`src/hdl/i2cms_pkg.sv`:
```
// Shared types, codes and phase tables of the I2C master bit sequencer.
package i2cms_pkg;

  // Command codes
  typedef enum logic [2:0] {
    ReqStart   = 3'd0,
    ReqStop    = 3'd1,
    ReqWrite   = 3'd2,
    ReqRead    = 3'd3,
    ReqWaitAck = 3'd4,
    ReqAck     = 3'd5,
    ReqNack    = 3'd6
  } req_e;

  // Code with no command behind it: accepted and dropped
  localparam logic [2:0] ReqCodeUnused = 3'd7;

  localparam logic [7:0] HoldDelayReset = 8'd5;
  localparam int unsigned CmdQueueDepth = 2;

  localparam logic [4:0] WriteLastStep = 5'd23;
  localparam logic [4:0] ReadLastStep  = 5'd15;
  localparam logic [1:0] WriteLastSub  = 2'd2;

  typedef struct packed {
    logic [2:0] req_type;
    logic [7:0] data_byte;
    logic [7:0] line_bits;
  } in_t;

  typedef struct packed {
    logic       scl_level;
    logic       sda_level;
    logic       hold_after;
    logic       last_phase;
    logic [7:0] read_data;
    logic       nack_seen;
  } out_t;

  // Classified command as it sits in the queue
  typedef struct packed {
    req_e       req;
    logic [7:0] data;
    logic [7:0] lines;
  } cmd_t;

  // One line phase: which line is written, its new level, hold, end of command
  typedef struct packed {
    logic is_scl;
    logic level;
    logic hold;
    logic last;
  } phase_t;

  // Phase table for the short fixed-pattern commands
  function automatic phase_t fixed_phase(req_e req, logic [1:0] step);
    phase_t p;
    p = '{is_scl: 1'b1, level: 1'b0, hold: 1'b1, last: 1'b1};
    case (req)
      ReqStart: begin
        case (step)
          2'd0:    p = '{is_scl: 1'b0, level: 1'b1, hold: 1'b0, last: 1'b0};
          2'd1:    p = '{is_scl: 1'b1, level: 1'b1, hold: 1'b1, last: 1'b0};
          2'd2:    p = '{is_scl: 1'b0, level: 1'b0, hold: 1'b1, last: 1'b0};
          default: p = '{is_scl: 1'b1, level: 1'b0, hold: 1'b1, last: 1'b1};
        endcase
      end
      ReqStop: begin
        case (step)
          2'd0:    p = '{is_scl: 1'b1, level: 1'b0, hold: 1'b0, last: 1'b0};
          2'd1:    p = '{is_scl: 1'b0, level: 1'b0, hold: 1'b1, last: 1'b0};
          2'd2:    p = '{is_scl: 1'b1, level: 1'b1, hold: 1'b1, last: 1'b0};
          default: p = '{is_scl: 1'b0, level: 1'b1, hold: 1'b0, last: 1'b1};
        endcase
      end
      ReqAck: begin
        case (step)
          2'd0:    p = '{is_scl: 1'b0, level: 1'b0, hold: 1'b1, last: 1'b0};
          2'd1:    p = '{is_scl: 1'b1, level: 1'b1, hold: 1'b1, last: 1'b0};
          2'd2:    p = '{is_scl: 1'b1, level: 1'b0, hold: 1'b1, last: 1'b0};
          default: p = '{is_scl: 1'b0, level: 1'b1, hold: 1'b0, last: 1'b1};
        endcase
      end
      ReqWaitAck, ReqNack: begin
        // release SDA, clock high (ack sampled here), clock low
        case (step)
          2'd0:    p = '{is_scl: 1'b0, level: 1'b1, hold: 1'b1, last: 1'b0};
          2'd1:    p = '{is_scl: 1'b1, level: 1'b1, hold: 1'b1, last: 1'b0};
          default: p = '{is_scl: 1'b1, level: 1'b0, hold: 1'b1, last: 1'b1};
        endcase
      end
      default: p = '{is_scl: 1'b1, level: 1'b0, hold: 1'b1, last: 1'b1};
    endcase
    return p;
  endfunction

endpackage

```
`src/hdl/i2c_master_bit_sequencer.sv`:
```
// Top level of the I2C master bit sequencer: front end, command queue, phase generator.
//
//  channel  direction  handshake                payload
//  in       input      in_valid_i / in_ready_o  in_data_i  (one bus command)
//  out      output     out_valid_o / out_ready_i out_data_o (one line phase)
//  cfg      input      cfg_we_i                 cfg_wdata_i (hold delay)
//
// One line phase leaves per cycle while out_ready_i is high: a write byte has
// 24 phases, read byte 16, start, stop and send ack 4, wait ack and send nack 3.
// The phase generator's step counter sets these counts; a waiting command is
// loaded as the last phase issues. Unused command codes are taken and dropped.
// Reset releases both lines high and empties the queue. A stalled output holds
// its phase; the queue keeps taking commands until full.
module i2c_master_bit_sequencer #(
  parameter int unsigned CmdQueueDepth = i2cms_pkg::CmdQueueDepth
) (
  input  logic            clk_i,
  input  logic            rst_ni,
  input  logic            in_valid_i,
  output logic            in_ready_o,
  input  i2cms_pkg::in_t  in_data_i,
  output logic            out_valid_o,
  input  logic            out_ready_i,
  output i2cms_pkg::out_t out_data_o,
  input  logic            cfg_we_i,
  input  logic [7:0]      cfg_wdata_i,
  output logic [7:0]      hold_delay_o
);

  logic            push, push_ready, pop, pop_valid;
  i2cms_pkg::cmd_t push_cmd, pop_cmd;
  logic [7:0]      hold_delay_q;

  // bus pacing length for the external delay timer; line phases carry only the hold marker
  always_ff @(posedge clk_i or negedge rst_ni) begin
    if (!rst_ni) begin
      hold_delay_q <= i2cms_pkg::HoldDelayReset;
    end else if (cfg_we_i) begin
      hold_delay_q <= cfg_wdata_i;
    end
  end

  assign hold_delay_o = hold_delay_q;

  i2cms_front u_front (
    .in_valid_i   (in_valid_i),
    .in_ready_o   (in_ready_o),
    .in_data_i    (in_data_i),
    .push_o       (push),
    .push_cmd_o   (push_cmd),
    .push_ready_i (push_ready)
  );

  i2cms_cmd_queue #(
    .Depth (CmdQueueDepth)
  ) u_queue (
    .clk_i        (clk_i),
    .rst_ni       (rst_ni),
    .push_i       (push),
    .push_cmd_i   (push_cmd),
    .push_ready_o (push_ready),
    .pop_valid_o  (pop_valid),
    .pop_cmd_o    (pop_cmd),
    .pop_i        (pop)
  );

  i2cms_phase_gen u_phase_gen (
    .clk_i       (clk_i),
    .rst_ni      (rst_ni),
    .cmd_valid_i (pop_valid),
    .cmd_i       (pop_cmd),
    .cmd_pop_o   (pop),
    .out_valid_o (out_valid_o),
    .out_ready_i (out_ready_i),
    .out_data_o  (out_data_o)
  );

endmodule

```
`src/hdl/i2cms_front.sv`:
```
// Front end: takes commands, drops the unused code, hands the rest to the queue.
module i2cms_front (
  input  logic           in_valid_i,
  output logic           in_ready_o,
  input  i2cms_pkg::in_t in_data_i,
  output logic            push_o,
  output i2cms_pkg::cmd_t push_cmd_o,
  input  logic            push_ready_i
);

  logic is_cmd;

  assign is_cmd = (in_data_i.req_type != i2cms_pkg::ReqCodeUnused);

  // an unused code is taken at once, even with the queue full
  assign in_ready_o = push_ready_i || !is_cmd;
  assign push_o     = in_valid_i && is_cmd;

  assign push_cmd_o.req   = i2cms_pkg::req_e'(in_data_i.req_type);
  assign push_cmd_o.data  = in_data_i.data_byte;
  assign push_cmd_o.lines = in_data_i.line_bits;

endmodule

```
`src/hdl/i2cms_cmd_queue.sv`:
```
// Short command queue between front end and phase generator.
module i2cms_cmd_queue #(
  parameter int unsigned Depth = i2cms_pkg::CmdQueueDepth
) (
  input  logic            clk_i,
  input  logic            rst_ni,
  input  logic            push_i,
  input  i2cms_pkg::cmd_t push_cmd_i,
  output logic            push_ready_o,
  output logic            pop_valid_o,
  output i2cms_pkg::cmd_t pop_cmd_o,
  input  logic            pop_i
);

  localparam int unsigned PtrW = (Depth > 1) ? $clog2(Depth) : 1;
  localparam int unsigned CntW = $clog2(Depth + 1);
  localparam logic [PtrW-1:0] PtrLast = PtrW'(Depth - 1);
  localparam logic [CntW-1:0] CntFull = CntW'(Depth);

  i2cms_pkg::cmd_t entry_q [Depth];
  logic [PtrW-1:0] wr_ptr_q, wr_ptr_d, rd_ptr_q, rd_ptr_d;
  logic [CntW-1:0] count_q, count_d;
  logic            do_push, do_pop;

  assign push_ready_o = (count_q != CntFull);
  assign pop_valid_o  = (count_q != '0);
  assign pop_cmd_o    = entry_q[rd_ptr_q];

  assign do_push = push_i && push_ready_o;
  assign do_pop  = pop_i && pop_valid_o;

  always_comb begin
    wr_ptr_d = wr_ptr_q;
    rd_ptr_d = rd_ptr_q;
    count_d  = count_q;
    if (do_push) begin
      wr_ptr_d = (wr_ptr_q == PtrLast) ? '0 : wr_ptr_q + 1'b1;
    end
    if (do_pop) begin
      rd_ptr_d = (rd_ptr_q == PtrLast) ? '0 : rd_ptr_q + 1'b1;
    end
    if (do_push && !do_pop) begin
      count_d = count_q + 1'b1;
    end else if (do_pop && !do_push) begin
      count_d = count_q - 1'b1;
    end
  end

  always_ff @(posedge clk_i or negedge rst_ni) begin
    if (!rst_ni) begin
      wr_ptr_q <= '0;
      rd_ptr_q <= '0;
      count_q  <= '0;
    end else begin
      wr_ptr_q <= wr_ptr_d;
      rd_ptr_q <= rd_ptr_d;
      count_q  <= count_d;
    end
  end

  always_ff @(posedge clk_i) begin
    if (do_push) begin
      entry_q[wr_ptr_q] <= push_cmd_i;
    end
  end

endmodule

```
`src/hdl/i2cms_phase_gen.sv`:
```
// Back end: steps through the line phases of one command, one phase a cycle while the output is not stalled.
module i2cms_phase_gen (
  input  logic            clk_i,
  input  logic            rst_ni,
  input  logic            cmd_valid_i,
  input  i2cms_pkg::cmd_t cmd_i,
  output logic            cmd_pop_o,
  output logic            out_valid_o,
  input  logic            out_ready_i,
  output i2cms_pkg::out_t out_data_o
);

  logic                    busy_q, busy_d;
  i2cms_pkg::cmd_t         cmd_q, cmd_d;
  logic [4:0]              step_q, step_d;
  logic [1:0]              sub_q, sub_d;
  logic [7:0]              shift_q, shift_d;
  logic                    scl_q, scl_d, sda_q, sda_d;
  logic                    out_valid_q, out_valid_d;
  i2cms_pkg::out_t         out_q, out_d;
  i2cms_pkg::phase_t       ph;
  logic                    adv, load;

  // phase of the current command at the current step
  always_comb begin
    case (cmd_q.req)
      i2cms_pkg::ReqWrite: begin
        ph.hold = 1'b1;
        ph.last = (step_q == i2cms_pkg::WriteLastStep);
        case (sub_q)
          2'd0: begin
            ph.is_scl = 1'b0;
            ph.level  = shift_q[7];
          end
          2'd1: begin
            ph.is_scl = 1'b1;
            ph.level  = 1'b1;
          end
          default: begin
            ph.is_scl = 1'b1;
            ph.level  = 1'b0;
          end
        endcase
      end
      i2cms_pkg::ReqRead: begin
        // SDA is left as it is; only the clock toggles
        ph.is_scl = 1'b1;
        ph.level  = (sub_q == 2'd0);
        ph.hold   = 1'b1;
        ph.last   = (step_q == i2cms_pkg::ReadLastStep);
      end
      default: ph = i2cms_pkg::fixed_phase(cmd_q.req, step_q[1:0]);
    endcase
  end

  assign adv       = busy_q && (!out_valid_q || out_ready_i);
  assign load      = !busy_q || (adv && ph.last);
  assign cmd_pop_o = load;

  always_comb begin
    busy_d      = busy_q;
    cmd_d       = cmd_q;
    step_d      = step_q;
    sub_d       = sub_q;
    shift_d     = shift_q;
    scl_d       = scl_q;
    sda_d       = sda_q;
    out_valid_d = out_valid_q;
    out_d       = out_q;

    if (out_ready_i) begin
      out_valid_d = 1'b0;
    end

    if (adv) begin
      if (ph.is_scl) begin
        scl_d = ph.level;
      end else begin
        sda_d = ph.level;
      end
      out_valid_d      = 1'b1;
      out_d.scl_level  = ph.is_scl ? ph.level : scl_q;
      out_d.sda_level  = ph.is_scl ? sda_q : ph.level;
      out_d.hold_after = ph.hold;
      out_d.last_phase = ph.last;
      out_d.read_data  = (ph.last && cmd_q.req == i2cms_pkg::ReqRead) ? cmd_q.lines : 8'd0;
      out_d.nack_seen  = ph.last && (cmd_q.req == i2cms_pkg::ReqWaitAck) && cmd_q.lines[7];

      step_d = step_q + 5'd1;
      if (cmd_q.req == i2cms_pkg::ReqWrite) begin
        if (sub_q == i2cms_pkg::WriteLastSub) begin
          sub_d   = 2'd0;
          shift_d = {shift_q[6:0], 1'b0};
        end else begin
          sub_d = sub_q + 2'd1;
        end
      end else begin
        sub_d = {1'b0, ~sub_q[0]};
      end
      if (ph.last) begin
        busy_d = 1'b0;
      end
    end

    if (load && cmd_valid_i) begin
      busy_d  = 1'b1;
      cmd_d   = cmd_i;
      step_d  = 5'd0;
      sub_d   = 2'd0;
      shift_d = cmd_i.data;
    end
  end

  always_ff @(posedge clk_i or negedge rst_ni) begin
    if (!rst_ni) begin
      busy_q      <= 1'b0;
      step_q      <= 5'd0;
      sub_q       <= 2'd0;
      scl_q       <= 1'b1;
      sda_q       <= 1'b1;
      out_valid_q <= 1'b0;
    end else begin
      busy_q      <= busy_d;
      step_q      <= step_d;
      sub_q       <= sub_d;
      scl_q       <= scl_d;
      sda_q       <= sda_d;
      out_valid_q <= out_valid_d;
    end
  end

  always_ff @(posedge clk_i) begin
    cmd_q   <= cmd_d;
    shift_q <= shift_d;
    out_q   <= out_d;
  end

  assign out_valid_o = out_valid_q;
  assign out_data_o  = out_q;

endmodule

```
`config.mk`:
```
export PLATFORM = sky130hd
export DESIGN_NAME = i2c_master_bit_sequencer
export DESIGN_NICKNAME = d
export VERILOG_FILES = /design/src/hdl/i2cms_pkg.sv /design/src/hdl/i2c_master_bit_sequencer.sv /design/src/hdl/i2cms_front.sv /design/src/hdl/i2cms_cmd_queue.sv /design/src/hdl/i2cms_phase_gen.sv
export SDC_FILE = /design/constraint.sdc
export NUM_CORES = 1
export LEC_CHECK = 0
export ABC_AREA = 1
export BUFFER_PORTS_ARGS = -buffer_cell sky130_fd_sc_hd__buf_2
export CORE_UTILIZATION = 57
export CTS_CLUSTER_DIAMETER = 50
export DETAILED_ROUTE_END_ITERATION = 16
export HOLD_SLACK_MARGIN = 0.12
export PLACE_DENSITY = 0.79
export SLEW_MARGIN = 5
export SYNTH_ARGS = -nofsm -noshare
export SYNTH_HDL_FRONTEND = slang
export SYNTH_SLANG_ARGS = --single-unit
```
`constraint.sdc`:
```
create_clock -name clk_i -period 3 [get_ports clk_i]
set_clock_uncertainty 0.2 [all_clocks]
set_input_delay 0.6 -clock clk_i [delete_from_list [all_inputs] [get_ports clk_i]]
set_output_delay 0.6 -clock clk_i [all_outputs]
set_load 0.02 [all_outputs]
```
==> impl_metrics.json <==
{
  "rsz0062_at_grt": "no",
  "place_ws_ps": 477,
  "grt_pass1_wl_um": 11600,
  "ant_nets": 0,
  "die_h_um": 85.2,
  "tightest_slew_ps": 755,
  "finalHoldViolCount": 0,
  "synth_compound_area_share_pct": 1.52,
  "syn_area_per_cell_um2": 11.2,
  "yosysMostFrequentCell": "nand2_1",
  "slew_headroom_pct": 49.7,
  "cts_root_buf": "clkbuf_8",
  "crit_required_ps": 3040,
  "antenna_cells": 0,
  "hold_ws_ps": 227,
  "cts_tree": "built",
  "critical_path_class": "register to register",
  "synth-seq-area-share_pct": 68.1,
  "io_buffers": 54,
  "synthTopCellsByArea": "edfxtp_1, dfrtp_1, nand2_1",
  "min_from": "in_data_i[14]",
  "max_freq_ghz": 0.394,
  "yosys_warnings": 0,
  "synth_fa_ha_area_share_pct": 1.59,
  "io_pins": 55,
  "wl_per_cell_um": 13.9,
  "vias_per_cell": 5.25,
  "finalMaxSlewViolations": 0,
  "synth_cells": 352,
  "routed-via-count": 2629,
  "setup_viol": 0,
  "synthFlopType": "edfxtp_1",
  "vdd_drop_max_v": 0.000533,
  "r2r.worst_path.cells": 12,
  "first_global_vias": 2538,
  "synth_edf_count": 70,
  "rr_endpoint": "u_queue.count_q[1]",
  "critPathLaunch": "u_phase_gen.step_q[0]",
  "total_power_mw": 4.62,
  "ys_ff_latch": 93,
  "cp-end-kind": "register",
  "detailedRoute.firstIterationViolations": 148,
  "area_delta_synth_final_pct": 14.5,
  "synthMuxAreaShare_pct": 2.54,
  "status": "finished clean",
  "async_flop_share_pct": 24.7,
  "wirelength_um": 6960,
  "cts_made_buffers": 9,
  "ctsResizeCount": 0,
  "r2r-start": "u_phase_gen.step_q[0]",
  "htreeDepth": 3,
  "synth_common_cells": "nand2_1, edfxtp_1, nor2_1, inv_1, nand3_1",
  "crit_fanout": 13,
  "netlist.area_leader.share_pct": 53.3,
  "p_per_area_nw_per_um2": 1020,
  "synth_top_family_by_area": "simple AND/OR/NAND/NOR gates",
  "path_clk_slew_ps": 90,
  "synth-simple-area-share_pct": 20.6,
  "final_area_um2": 4510,
  "place.gp.congestion": 0.919,
  "drive_gt1_share_pct": 25.2,
  "worst_setup_path_start_kind": "register",
  "clkLatencyLatePin_ps": 350,
  "setup_slack_ps": 460,
  "fin_nets": 456,
  "grt.total_usage_pct": 21.0,
  "final_cells": 501,
  "finalCritPeriodShare_pct": 84.7,
  "initial_core_util_pct": 60.7,
  "holdCritPathClass": "input pin to register",
  "placed_cells": 484,
  "cts_max_path_buffers": 2,
  "r2r_setup_slack_ps": 460,
  "antenna_found_initial": 0,
  "yosysUniqueCellTypes": 29,
  "dr.pass1.iters": 5,
  "synthXorXnorAreaFrac_pct": 1.33,
  "core_um2": 6490,
  "dieArea_um2": 7250,
  "fin_tns_setup_ps": 0,
  "grt_overflow_total": 0,
  "worstPathArrival_ps": 2580,
  "grt_max_degree": 24,
  "num_rows": 29,
  "yosysTopAreaCell": "edfxtp_1",
  "synthesis.area_um2": 3940,
  "leakage_nw": 2.01,
  "die_w_um": 85.2,
  "cap_violations": 0,
  "hpwl_um": 4910,
  "placed_area_um2": 4330,
  "cts.sinks": 93,
  "syn-num-nets": 389,
  "min_period_ps": 2540,
  "worstSetupEndpoint": "u_queue.count_q[1]",
  "fin_util_pct": 69.5,
  "drc": 0
}
[kinds of logic (layout without fill, tap and decap cells)]
| family | Yosys count | in the layout |
|---|---|---|
| and+or+nand+nor | 186 | 186 |
| DFF | 93 | 93 |
| buffers and inverters | 43 | 115 |
| AOI/OAI and AO/OA | 10 | 10 |
| muxes | 9 | 9 |
| xor gates and xnor gates | 6 | 6 |
| adders and majority gates | 5 | 5 |
[critical path: stages (launching register included)]
cell     delay (ps)
dfrtp_1         450
inv_1            90
ha_1            240
nor2_1          120
nand3_1          90
nand3_2         120
nand3_2         100
nand2_4         130
nand2_4         130
ha_1            360
a21oi_1         120
o21ai_0         120
xor2_1          150
[power breakdown]
part           total, mW  internal (mW)  switching, mW  leakage [nW]
sequential          2.20           1.96          0.236         0.938
clock              0.735          0.304          0.431        0.0837
combinational       1.69          0.554           1.14         0.989
total               4.62           2.82           1.80          2.01
[per-layer routing]
metal,GRT usage [%],vias to the layer above,routed length [um]
met5,0,-,0
met4,8.47,0,104
met3,4.09,9,342
met2,35.1,82,3450
met1,27.4,1250,3060
li1,-,1288,-
[cell type report]
class                           instances  area (um^2)
Tap cell                               77         96.3
Sequential cell                        93         2680
Timing Repair Buffer                   63          340
Multi-Input combinational cell        216         1090
Clock buffer                            9          124
Fill cell                             475         1980
Inverter                               36          135
Clock inverter                          7         50.0
[worst min path at each step]
| stage | slack [ps] | endpoint | cells after the start |
|---|---|---|---|
| 6_report | 230 | u_queue.entry_q[0][14] | 1 |
| 3_3_place_gp | 250 | u_phase_gen.sda_q | 2 |
| 4_1_cts | 220 | u_queue.entry_q[0][14] | 1 |
| 5_1_grt | 220 | u_queue.entry_q[0][14] | 1 |
| 3_5_place_dp | 260 | u_phase_gen.sda_q | 2 |
| 2_1_floorplan | 100 | hold_delay_o[1] | 0 |
[state kept, by name (all words and copies together), names as in the netlist]
| register | flops |
|---|---|
| u_phase_gen.out_data_o | 13 |
| u_phase_gen.step_q | 5 |
| u_queue.wr_ptr_q | 1 |
| u_phase_gen.sub_q | 2 |
| u_phase_gen.sda_q | 1 |
| u_phase_gen.scl_q | 1 |
| u_phase_gen.shift_q | 8 |
| u_phase_gen.out_valid_o | 1 |
| u_phase_gen.cmd_q | 11 |
| hold_delay_o | 8 |
| u_queue.count_q | 2 |
| u_phase_gen.busy_q | 1 |
| u_queue.rd_ptr_q | 1 |
| u_queue.entry_q | 38 |
[placed cells by master (no fill, tap or decap), types with 4 or more instances in the layout]
cell and instances:
nand2_1 104, edfxtp_1 70, buf_2 54, nor2_1 40, inv_1 30, nand3_1 26, dfrtp_1 19, clkbuf_8 9
mux2_2 8, buf_4 8, xor2_1 5, ha_1 5, inv_2 4, nand2_4 4, nand3_2 4, dfstp_2 4
[timing repair]
action                                  in CTS  in global routing
buffers inserted                             0                  0
hold endpoints to repair                    19                  0
endpoints found under the setup margin       0                  0
hold buffers                                 1                  0
(Power assumes the default switching activity.)
